<file path="src/rtl/tab_record_product_sum_parser_macros.svh">
// assertion macros for the tab record product sum parser
`ifndef TAB_RECORD_PRODUCT_SUM_PARSER_MACROS_SVH
`define TAB_RECORD_PRODUCT_SUM_PARSER_MACROS_SVH

// antecedent implies consequent in the same cycle
`define TABPS_ASSERT_SAME(label, clk, rst_n, ante, cons) \
  label: assert property (@(posedge clk) disable iff (!rst_n) (ante) |-> (cons)) \
    else $error("assertion failed");

// antecedent implies consequent in the next cycle, reset not masked
`define TABPS_ASSERT_NEXT(label, clk, ante, cons) \
  label: assert property (@(posedge clk) (ante) |=> (cons)) \
    else $error("assertion failed");

`endif

</file>
<file path="src/rtl/tabps_pkg.sv">
// shared types and constants of the tab record product sum parser
`default_nettype none
package tabps_pkg;

  localparam int unsigned MAX_DIGITS_DEF = 9;
  localparam int unsigned VAL_W          = 30;
  localparam int unsigned TOTAL_W        = 32;
  localparam int unsigned DCNT_W         = 4;
  localparam int unsigned QUEUE_DEPTH    = 4;
  localparam int unsigned QPTR_W         = $clog2(QUEUE_DEPTH);

  localparam logic [7:0] CH_TAB     = 8'h09;
  localparam logic [7:0] CH_NEWLINE = 8'h0A;
  localparam logic [7:0] CH_PLUS    = 8'h2B;
  localparam logic [7:0] CH_ZERO    = 8'h30;
  localparam logic [7:0] CH_NINE    = 8'h39;

  typedef enum logic [2:0] {
    PH_LINE     = 3'd0,
    PH_NAME     = 3'd1,
    PH_AMT_SIGN = 3'd2,
    PH_AMT_DIG  = 3'd3,
    PH_CST_SIGN = 3'd4,
    PH_CST_DIG  = 3'd5,
    PH_DISCARD  = 3'd6
  } phase_t;

  // work handed from the parser to the accumulator
  typedef struct packed {
    logic             add;     // add amount * cost to the total
    logic             report;  // emit a result
    logic             bad;     // result carries status incorrect and zero total
    logic             clear;   // total back to zero afterwards
    logic [VAL_W-1:0] amount;
    logic [VAL_W-1:0] cost;
  } cmd_t;

endpackage
`default_nettype wire

</file>
<file path="src/rtl/tab_record_product_sum_parser.sv">
// top level of the tab record product sum parser
//
// takes a text stream one byte per transaction (in_tlast high marks end of
// stream and carries no byte). records are name TAB amount TAB cost NEWLINE;
// each number may carry one leading '+', at most MAX_DIGITS digits, and may be
// empty (counts as zero). amount times cost is added to a wrapping 32-bit
// total. at end of stream one result gives the total with status ok; the first
// malformed record gives status incorrect with zero total, after which bytes
// are dropped until end of stream, which then gives no result. end of stream
// always returns the block to its start state with the total cleared.
// rate: one byte per cycle while the queue has room. the parser decides a byte in the
// cycle it is taken; a four-entry command queue decouples it from the accumulator,
// which registers the 32-bit product in its multiply stage, then adds it to the
// total and registers each result in the output register. in_tready drops only
// while the queue is full, i.e. when the result side stalls.
`default_nettype none
module tab_record_product_sum_parser #(
  parameter int unsigned MAX_DIGITS = tabps_pkg::MAX_DIGITS_DEF
) (
  input  wire logic        clk,
  input  wire logic        rst_n,
  input  wire logic        in_tvalid,
  output logic             in_tready,
  input  wire logic [7:0]  in_tdata,   // [7:0] text_byte
  input  wire logic        in_tlast,   // end_of_stream
  output logic             out_tvalid,
  input  wire logic        out_tready,
  output logic [31:0]      out_tdata,  // [31:0] order_total
  output logic             out_tuser   // [0] status
);
  import tabps_pkg::*;

  `include "tab_record_product_sum_parser_macros.svh"

  logic   byte_accept;
  cmd_t   front_cmd;
  logic   front_cmd_valid;
  cmd_t   head_cmd;
  logic   q_full, q_empty;
  logic   q_push, q_pop;

  // a byte is taken whenever the queue has room, so a command is never lost
  assign in_tready   = !q_full;
  assign byte_accept = in_tvalid && in_tready;
  assign q_push      = byte_accept && front_cmd_valid;

  tabps_front #(
    .MAX_DIGITS(MAX_DIGITS)
  ) u_front (
    .clk          (clk),
    .rst_n        (rst_n),
    .byte_accept  (byte_accept),
    .text_byte    (in_tdata),
    .end_of_stream(in_tlast),
    .cmd          (front_cmd),
    .cmd_valid    (front_cmd_valid)
  );

  tabps_queue u_queue (
    .clk      (clk),
    .rst_n    (rst_n),
    .push     (q_push),
    .push_cmd (front_cmd),
    .pop      (q_pop),
    .head_cmd (head_cmd),
    .full     (q_full),
    .empty    (q_empty)
  );

  tabps_back u_back (
    .clk       (clk),
    .rst_n     (rst_n),
    .cmd_valid (!q_empty),
    .cmd       (head_cmd),
    .cmd_pop   (q_pop),
    .out_valid (out_tvalid),
    .out_ready (out_tready),
    .out_status(out_tuser),
    .out_total (out_tdata)
  );

  // an incorrect-record result never carries a total
  `TABPS_ASSERT_SAME(a_bad_zero_total, clk, rst_n, out_tvalid && out_tuser, out_tdata == '0)
  // the accumulator only pulls from a queue that holds something
  `TABPS_ASSERT_SAME(a_pop_not_empty, clk, rst_n, q_pop, !q_empty)
  // reset leaves no result pending
  `TABPS_ASSERT_NEXT(a_reset_no_result, clk, !rst_n, !out_tvalid)

endmodule
`default_nettype wire

</file>
<file path="src/rtl/tabps_front.sv">
// byte parser: tracks the record phase, builds numbers and issues commands
`default_nettype none
module tabps_front #(
  parameter int unsigned MAX_DIGITS = tabps_pkg::MAX_DIGITS_DEF
) (
  input  wire logic          clk,
  input  wire logic          rst_n,
  input  wire logic          byte_accept,
  input  wire logic [7:0]    text_byte,
  input  wire logic          end_of_stream,
  output tabps_pkg::cmd_t    cmd,
  output logic               cmd_valid
);
  import tabps_pkg::*;

  phase_t              phase_r, phase_nxt;
  logic [VAL_W-1:0]    amount_r, amount_nxt;
  logic [VAL_W-1:0]    cost_r, cost_nxt;
  logic [DCNT_W-1:0]   dcnt_r, dcnt_nxt;

  logic                is_digit;
  logic                can_take;
  logic [VAL_W-1:0]    digit_val;
  logic [VAL_W-1:0]    amount_acc;
  logic [VAL_W-1:0]    cost_acc;

  assign is_digit  = (text_byte >= CH_ZERO) && (text_byte <= CH_NINE);
  assign can_take  = is_digit && (dcnt_r < DCNT_W'(MAX_DIGITS));
  assign digit_val = VAL_W'(text_byte - CH_ZERO);
  // v * 10 + d as two shifts and two adds, wrapped to the value width
  assign amount_acc = (amount_r << 3) + (amount_r << 1) + digit_val;
  assign cost_acc   = (cost_r << 3) + (cost_r << 1) + digit_val;

  // next phase
  always_comb begin
    phase_nxt = phase_r;
    if (end_of_stream) begin
      phase_nxt = PH_LINE;
    end else begin
      unique case (phase_r)
        PH_DISCARD: phase_nxt = PH_DISCARD;
        PH_AMT_SIGN, PH_AMT_DIG: begin
          if (phase_r == PH_AMT_SIGN && text_byte == CH_PLUS) phase_nxt = PH_AMT_DIG;
          else if (can_take)                                 phase_nxt = PH_AMT_DIG;
          else if (text_byte == CH_TAB)                      phase_nxt = PH_CST_SIGN;
          else                                               phase_nxt = PH_DISCARD;
        end
        PH_CST_SIGN, PH_CST_DIG: begin
          if (phase_r == PH_CST_SIGN && text_byte == CH_PLUS) phase_nxt = PH_CST_DIG;
          else if (can_take)                                 phase_nxt = PH_CST_DIG;
          else if (text_byte == CH_NEWLINE)                  phase_nxt = PH_LINE;
          else                                               phase_nxt = PH_DISCARD;
        end
        default: begin
          if (text_byte == CH_TAB)          phase_nxt = PH_AMT_SIGN;
          else if (text_byte == CH_NEWLINE) phase_nxt = PH_DISCARD;
          else                              phase_nxt = PH_NAME;
        end
      endcase
    end
  end

  // datapath and command outputs
  always_comb begin
    amount_nxt = amount_r;
    cost_nxt   = cost_r;
    dcnt_nxt   = dcnt_r;
    cmd_valid  = 1'b0;
    cmd        = '{add: 1'b0, report: 1'b0, bad: 1'b0, clear: 1'b0,
                   amount: amount_r, cost: cost_r};
    if (end_of_stream) begin
      amount_nxt = '0;
      cost_nxt   = '0;
      dcnt_nxt   = '0;
      cmd_valid  = 1'b1;
      cmd.clear  = 1'b1;
      unique case (phase_r)
        PH_DISCARD: ;
        PH_CST_SIGN, PH_CST_DIG: begin
          cmd.add    = 1'b1;
          cmd.report = 1'b1;
        end
        PH_NAME, PH_AMT_SIGN, PH_AMT_DIG: begin
          cmd.report = 1'b1;
          cmd.bad    = 1'b1;
        end
        default: cmd.report = 1'b1;
      endcase
    end else begin
      unique case (phase_r)
        PH_DISCARD: ;
        PH_AMT_SIGN, PH_AMT_DIG: begin
          if (phase_r == PH_AMT_SIGN && text_byte == CH_PLUS) begin
          end else if (can_take) begin
            amount_nxt = amount_acc;
            dcnt_nxt   = dcnt_r + 1'b1;
          end else if (text_byte == CH_TAB) begin
            cost_nxt = '0;
            dcnt_nxt = '0;
          end else begin
            cmd_valid  = 1'b1;
            cmd.report = 1'b1;
            cmd.bad    = 1'b1;
          end
        end
        PH_CST_SIGN, PH_CST_DIG: begin
          if (phase_r == PH_CST_SIGN && text_byte == CH_PLUS) begin
          end else if (can_take) begin
            cost_nxt = cost_acc;
            dcnt_nxt = dcnt_r + 1'b1;
          end else if (text_byte == CH_NEWLINE) begin
            cmd_valid = 1'b1;
            cmd.add   = 1'b1;
          end else begin
            cmd_valid  = 1'b1;
            cmd.report = 1'b1;
            cmd.bad    = 1'b1;
          end
        end
        default: begin
          if (text_byte == CH_TAB) begin
            amount_nxt = '0;
            dcnt_nxt   = '0;
          end else if (text_byte == CH_NEWLINE) begin
            cmd_valid  = 1'b1;
            cmd.report = 1'b1;
            cmd.bad    = 1'b1;
          end
        end
      endcase
    end
  end

  always_ff @(posedge clk) begin
    if (!rst_n) begin
      phase_r  <= PH_LINE;
      amount_r <= '0;
      cost_r   <= '0;
      dcnt_r   <= '0;
    end else if (byte_accept) begin
      phase_r  <= phase_nxt;
      amount_r <= amount_nxt;
      cost_r   <= cost_nxt;
      dcnt_r   <= dcnt_nxt;
    end
  end

endmodule
`default_nettype wire

</file>
<file path="src/rtl/tabps_queue.sv">
// short command queue between parser and accumulator
`default_nettype none
module tabps_queue (
  input  wire logic          clk,
  input  wire logic          rst_n,
  input  wire logic          push,
  input  wire tabps_pkg::cmd_t push_cmd,
  input  wire logic          pop,
  output tabps_pkg::cmd_t    head_cmd,
  output logic               full,
  output logic               empty
);
  import tabps_pkg::*;

  cmd_t                slots_r [QUEUE_DEPTH];
  logic [QPTR_W-1:0]   wr_ptr_r;
  logic [QPTR_W-1:0]   rd_ptr_r;
  logic [QPTR_W:0]     count_r;

  assign full     = (count_r == (QPTR_W+1)'(QUEUE_DEPTH));
  assign empty    = (count_r == '0);
  assign head_cmd = slots_r[rd_ptr_r];

  always_ff @(posedge clk) begin
    if (push) slots_r[wr_ptr_r] <= push_cmd;
  end

  always_ff @(posedge clk) begin
    if (!rst_n) begin
      wr_ptr_r <= '0;
      rd_ptr_r <= '0;
      count_r  <= '0;
    end else begin
      if (push) wr_ptr_r <= wr_ptr_r + 1'b1;
      if (pop)  rd_ptr_r <= rd_ptr_r + 1'b1;
      case ({push, pop})
        2'b10:   count_r <= count_r + 1'b1;
        2'b01:   count_r <= count_r - 1'b1;
        default: count_r <= count_r;
      endcase
    end
  end

endmodule
`default_nettype wire

</file>
<file path="src/rtl/tabps_back.sv">
// accumulator: multiply stage, total update and output register
`default_nettype none
module tabps_back (
  input  wire logic                         clk,
  input  wire logic                         rst_n,
  input  wire logic                         cmd_valid,
  input  wire tabps_pkg::cmd_t              cmd,
  output logic                              cmd_pop,
  output logic                              out_valid,
  input  wire logic                         out_ready,
  output logic                              out_status,
  output logic [tabps_pkg::TOTAL_W-1:0]     out_total
);
  import tabps_pkg::*;

  // multiply stage
  logic                 m_valid_r;
  logic                 m_add_r, m_report_r, m_bad_r, m_clear_r;
  logic [TOTAL_W-1:0]   m_prod_r;
  logic                 m_adv;

  logic [TOTAL_W-1:0]   total_r;
  logic [TOTAL_W-1:0]   sum;

  logic                 out_valid_r;
  logic                 out_status_r;
  logic [TOTAL_W-1:0]   out_total_r;

  assign m_adv   = m_valid_r && (!m_report_r || !out_valid_r || out_ready);
  assign cmd_pop = cmd_valid && (!m_valid_r || m_adv);
  assign sum     = m_add_r ? total_r + m_prod_r : total_r;

  always_ff @(posedge clk) begin
    if (cmd_pop) begin
      m_add_r    <= cmd.add;
      m_report_r <= cmd.report;
      m_bad_r    <= cmd.bad;
      m_clear_r  <= cmd.clear;
      // only the low word of the product reaches the wrapping total
      m_prod_r   <= TOTAL_W'(TOTAL_W'(cmd.amount) * TOTAL_W'(cmd.cost));
    end
  end

  always_ff @(posedge clk) begin
    if (m_adv && m_report_r) begin
      out_status_r <= m_bad_r;
      out_total_r  <= m_bad_r ? '0 : sum;
    end
  end

  always_ff @(posedge clk) begin
    if (!rst_n) begin
      m_valid_r   <= 1'b0;
      total_r     <= '0;
      out_valid_r <= 1'b0;
    end else begin
      if (cmd_pop)    m_valid_r <= 1'b1;
      else if (m_adv) m_valid_r <= 1'b0;
      if (m_adv) total_r <= m_clear_r ? '0 : sum;
      if (m_adv && m_report_r) out_valid_r <= 1'b1;
      else if (out_ready)      out_valid_r <= 1'b0;
    end
  end

  assign out_valid  = out_valid_r;
  assign out_status = out_status_r;
  assign out_total  = out_total_r;

endmodule
`default_nettype wire

</file>
<file path="config.mk">
export PLATFORM = sky130hd
export DESIGN_NAME = tab_record_product_sum_parser
export DESIGN_NICKNAME = d
export VERILOG_FILES = /design/src/rtl/tabps_pkg.sv /design/src/rtl/tab_record_product_sum_parser.sv /design/src/rtl/tabps_front.sv /design/src/rtl/tabps_queue.sv /design/src/rtl/tabps_back.sv
export VERILOG_INCLUDE_DIRS = /design/src /design/src/rtl
export SDC_FILE = /design/constraint.sdc
export NUM_CORES = 2
export LEC_CHECK = 0
export BUFFER_PORTS_ARGS = -buffer_cell sky130_fd_sc_hd__buf_2
export CAP_MARGIN = 20
export CORE_MARGIN = 1
export CORE_UTILIZATION = 45
export CTS_CLUSTER_DIAMETER = 100
export DETAILED_ROUTE_END_ITERATION = 10
export PLACE_DENSITY = 0.58
export SYNTH_ARGS = -nofsm -noshare
export SYNTH_HDL_FRONTEND = slang
export SYNTH_SLANG_ARGS = --single-unit
</file>
<file path="constraint.sdc">
create_clock -name clk -period 15.3 [get_ports clk]
set_input_delay 2.295 -clock clk [delete_from_list [all_inputs] [get_ports clk]]
set_output_delay 2.295 -clock clk [all_outputs]
set_load 0.03 [all_outputs]
</file>
After elaboration in Yosys (flattened, before gate mapping)
Memory sizes are Yosys's and may differ from the RTL's. A register that Yosys moved wholly into a read port is not among the register bits. Cells that the tools add are included.

Bits in writable memories: 256. Register bits: 177. Memories: 1. Word-level logic and storage cells: 146.

Memory list: u_queue.slots_r (words 4, bits a word 64, read ports 1, clocked after Yosys merged registers in 1, write ports 1, RTL line tabps_queue.sv:15) `cmd_t slots_r [QUEUE_DEPTH];`.

Magnitude comparators: 3. Eq/ne operators: 20. Multiply operators: 1. Add/sub/neg operators: 11. Reduce and logical (&&, ||, !) cells: 30. Muxes and demuxes: 63.

Operators by type and width (count): two-way mux 30 bit (9); adder 30 bit (4); one-hot mux 30 bit (2 select lines) (2); two-way mux 32 bit (2); two-way mux 3 bit (11); adder 32 bit (1); multiplier 30 x 30 -> 32 bit (1); two-way mux 4 bit (6); two-way mux 1 bit (19); two-way mux 2 bit (9); == test 8 x 4 -> 1 bit (second input constant) (2); == test 3 bit (second input constant) (4); one-hot mux 4 bit (3 select lines) (1); AND reduction 5 bit (2); logical AND 1 bit (9); != test 3 x 2 -> 1 bit (second input constant) (3); != test 3 bit (second input constant) (3); one-hot mux 3 bit (3 select lines) (1); subtractor 8 x 6 -> 9 bit (second input constant) (1); == test 8 x 6 -> 1 bit (second input constant) (1); >= comparator 8 x 6 -> 1 bit (second input constant) (1); less-or-equal comparator 8 x 6 -> 1 bit (second input constant) (1); AND reduction 7 bit (1); == test 3 x 2 -> 1 bit (second input constant) (2); 20 further kinds (32).

Logic depth before layout (Yosys ltp)
Word-level depth: 10. Depth in mapped cells: 35. Depth with buffers taken out: 30.

By module
Synthesis repeated with hierarchy kept, for this count alone.

Cells, all modules: 3424. Area total of the unflattened synthesis: 37556.0 um^2.

By module, submodules not included: tabps_back (instances 1, sequential area each 2752.6 um^2, cells an instance 2273, area each 21075.2 um^2); tabps_queue (instances 1, sequential area each 7867.5 um^2, cells an instance 380, area each 9760.6 um^2); tabps_front (instances 1, sequential area each 1341.3 um^2, cells an instance 767, area each 6697.7 um^2); tab_record_product_sum_parser (instances 1, sequential area each 0.0 um^2, cells an instance 4, area each 22.5 um^2).

Worst setup path after synthesis
OpenSTA, ideal clock, no wires.

Path kind: reg-to-reg. From: reg (tool-made name). To: reg u_back.m_prod_r[31] (data pin). Path buffers: 6. Stages on the path, launching flop included: 34. Data required time: 15032 ps. Library setup time: 268 ps. Arrival time: 7984 ps. Slack: 7048 ps. Period minus slack after synthesis: 8252 ps. Cells stage by stage: dfxtp_1 buf_2 buf_2 buf_2 clkbuf_1 buf_1 nand2_1 nand2_1 clkbuf_1 nor2_1 fa_1 fa_1 fa_1 inv_1 fa_1 inv_1 fa_1 inv_1 fa_1 inv_1 fa_1 inv_1 fa_1 inv_1 ha_1 a21oi_1 nor2b_1 o21ai_0 a21oi_1 or4_1 nand3_1 a31oi_1 o41ai_1 xnor2_1.

RTL lines: end signal, assigned (RTL line tabps_back.sv:40) `m_prod_r <= TOTAL_W'(TOTAL_W'(cmd.amount) * TOTAL_W'(cmd.cost));`; end, declared (RTL line tabps_back.sv:19) `logic [TOTAL_W-1:0] m_prod_r;`.

==> summary.md <==
| Metric | Value |
|---|---|
| # hold bufs at CTS | `0` |
| Required @ worst endpoint | `roughly 16 ns` |
| Port Buffers | `47` |
| Antenna viol nets, final | `0` |
| Final slew viol count | `0` |
| Post-synthesis sequential area ratio | `31.90%` |
| Crit share post-route | `59.81%` |
| Yosys warns | `0` |
| Primary FF master, synth | `edfxtp_1` |
| Number of distinct library cells after synthesis | `80` |
| DRT Wirelength | `~96000 um` |
| Root Buffer | `clkbuf_16` |
| Crit path top cell by count | `fa_1` |
| Critical Path AT | `9.52 ns` |
| Final Skew | `0.06496 ns` |
| Syn Area/Cell | `10.37 um2` |
| Via count | `25.60k` |
| Hpwl dp | `between 70000 and 80000 um` |
| Worst slew margin | `28.87%` |
| RSZ-0062 raised after global routing | `no` |
| CP endpoint kind | `flip-flop` |
| Status | `complete, no violations` |
| N_diodes | `0` |
| Final nets | `about 4.3k` |
| Cts bufs inserted | `51` |
| Post_cts resized | `0` |
| Crit-path max cell delay | `0.76 ns` |
| Grt met3 use | `3.028%` |
| Ys async rst share | `0%` |
| Post-synth net total | `roughly 4.3k` |
| Tmin final | `just over 9 ns` |
| Worst-path fanout max | `60` |
| M1 GR Usage | `30.93%` |
| Die Ht | `~290 um` |
| Seq. cell area | `0.01197 mm2` |
| Initial antenna violation count | `1` |
| Die Area | `0.08447 mm2` |
| Vias per inst | `5.386` |
| P&R area growth vs syn | `8.810%` |
| Longest Clk Path Bufs | `3` |
| GPL Wtd Cong | `0.9074` |
| FMAX | `between 100 and 150 MHz` |
| Initial detailed-routing violation count | `1647` |
| Met2 usage | `38.93%` |
| Setup Buffers After CTS | `0` |
| Filler cell count | `7585` |
| Final core occ | `49.60%` |
| DIE WIDTH | `290.6 um` |
| CP Class | `flip-flop to flip-flop` |
| H-tree depth reported by CTS | `2` |
| CP max-delay cell | `buf_4` |
| Max-cap viol count | `0` |
| DRT Pass-1 Iters | `7` |
| #FFs+latches synth | `435` |
| Mapped Cells | `3616` |
| Multi-input gate area | `0.02303 mm2` |
| Final setup violation count | `0` |
| CTS tree | `built` |
| Aggregate global-route resource usage | `23.02%` |
| Setup total negative slack | `0 ns` |
| Hold Crit Class | `flip-flop to flip-flop` |
| Clock Sinks | `around 440` |
| Drt drc | `0` |
| Ratio of cells with drive above 1 in the final layout | `6.678%` |
| Initial Util | `45.59%` |
| CP Launch Type | `flip-flop` |
| Worst path top cell family by delay | `adder cells` |
| Top Usage Layer GRT | `met2` |
| Clock latency reported for the late side of the worst-skew pair | `around 0.64 ns` |
| Vias in the first global route | `26.32k` |
| Core footprint | `0.08224 mm2` |
| Synth Cell Area | `0.03749 mm2` |
| Worst-path clk slew | `0.06 ns` |
| Num rows | `105` |
| Hold Vio Cnt, Final | `0` |
| Worst-margin pin slew | `1.067 ns` |
| Post-synth EDFFs | `325` |
| First-pass GRT wire length | `150600 um` |
| CP bufs+invs | `8` |
| Largest net degree at the start of global routing | `65` |
| Routed wire per std cell | `20.17 um` |
| Total gr overflow | `0` |
| I/O pin count | `48` |
## worst reg2reg max path, delay by kind of cell (launching register included)
kind | cells | cell delay (ns)
adder cells (fa/ha/maj) | 9 | 4.25
buffers and inverters | 8 | 1.62
AND/OR/NAND/NOR | 4 | 0.99
AO/OA/AOI/OAI | 5 | 0.91
multiplexers | 1 | 0.67
flip-flops | 1 | 0.34
XOR/XNOR | 1 | 0.12
## synthesized netlist by cell type (all sizes together) (6+ instances only)
library cell	count	area [um2]
a21oi	92	464.2
a22oi	44	330.3
a21o	44	330.3
or3	26	167.7
a211oi	16	120.1
xor2	32	280.3
dfxtp	110	2202
a21boi	14	105.1
mux4	23	518.0
and2	67	419.2
nor2b	17	106.4
clkbuf	93	350.3
nand2b	26	162.7
a31oi	12	75.07
mux2	8	90.09
o21bai	11	82.58
o21ai	79	399.1
o211ai	13	97.59
nor2	417	1565
o21a	41	307.8
buf	29	176.4
fa	464	9289
nor3	32	160.2
nand2	402	1509
nand3	31	155.2
mux2i	127	1271
edfxtp	325	9759
ha	217	2715
a311oi	6	52.55
a2111oi	8	71.32
or4	7	52.55
or2	9	56.30
xnor2	106	928.4
inv	539	2023
and3	16	100.1
a32oi	13	113.9
## cell usage in the layout (no fill, tap or decap), drive strengths merged, types with 95 or more instances in the layout
| cell | instances |
|---|---|
| edfxtp | 325 |
| dfxtp | 110 |
| ha | 217 |
| mux2i | 127 |
| fa | 464 |
| nor2 | 417 |
| buf | 95 |
| inv | 545 |
| nand2 | 402 |
| xnor2 | 106 |
## layer usage
| layer | share of wire, % | routed length [um] |
|---|---|---|
| met1 | 44 | 42060 |
| met2 | 48 | 46050 |
| met3 | 5.2 | 4975 |
| met4 | 2.9 | 2784 |
| met5 | 0 | 0 |
## cell type report
cell class / instances / area share, %
multi-input combinational: 2520 / 56.46
tap: 1070 / 3.282
sequential: 435 / 29.34
clock buffer: 63 / 3.441
timing repair buffer: 95 / 1.460
clock inverter: 32 / 1.055
inverter: 539 / 4.962
## path summary, 6_finish.rpt
| path | start | to | slack, ns | cells after the start |
|---|---|---|---|---|
| worst min-delay path | u_back.total_r[19]$_SDFFE_PN0P_ | u_back.total_r[19]$_SDFFE_PN0P_ | 0.48 | 2 |
| worst max-delay path | flip-flop | u_back.m_prod_r[31]$_DFFE_PP_ | 6.15 | 28 |
| worst min register to register | u_back.total_r[19]$_SDFFE_PN0P_ | u_back.total_r[19]$_SDFFE_PN0P_ | 0.48 | 2 |
| worst max register to register | flip-flop | u_back.m_prod_r[31]$_DFFE_PP_ | 6.15 | 28 |
## per-stage QoR
step	area [um2]	std cells	hold WS, ns	worst slack, ns
finish	40800	4754	0.4826	6.149
global route	40800	4754	0.5183	5.562
CTS	40800	4754	0.4869	6.125
detailed placement	38960	4659	0.4807	6.114
global placement	38950	4658	0.4674	6.210
floorplan	37490	3616	0.4463	7.048
## registers in the layout (all words and copies together), names as in the netlist, named ones only
name	cells
u_back.m_add_r	1
u_back.m_bad_r	1
u_back.m_clear_r	1
u_back.m_prod_r	32
u_back.m_report_r	1
u_back.m_valid_r	1
u_back.out_status	1
u_back.out_total	32
u_back.out_valid	1
u_back.total_r	32
u_front.amount_r	30
u_front.cost_r	30
u_front.dcnt_r	4
u_front.phase_r	3
u_queue.count_r	3
u_queue.rd_ptr_r	2
u_queue.slots_r	256
u_queue.wr_ptr_r	2
## cell families (layout without fill, tap and decap cells)
kind of cell               Yosys count  after routing  synth area share (%)
muxes                              158            158                 5.013
xor gates and xnor gates           138            138                 3.224
buffers and inverters              661            729                 6.801
adders and majority gates          681            681                 32.02
DFF                                435            435                 31.90
AOI/OAI and AO/OA                  461            461                 8.417
and+or+nand+nor                   1082           1082                 12.62
Power is not shown: default switching activity piles up to over one toggle a cycle in this logic, so the estimate is an artifact.
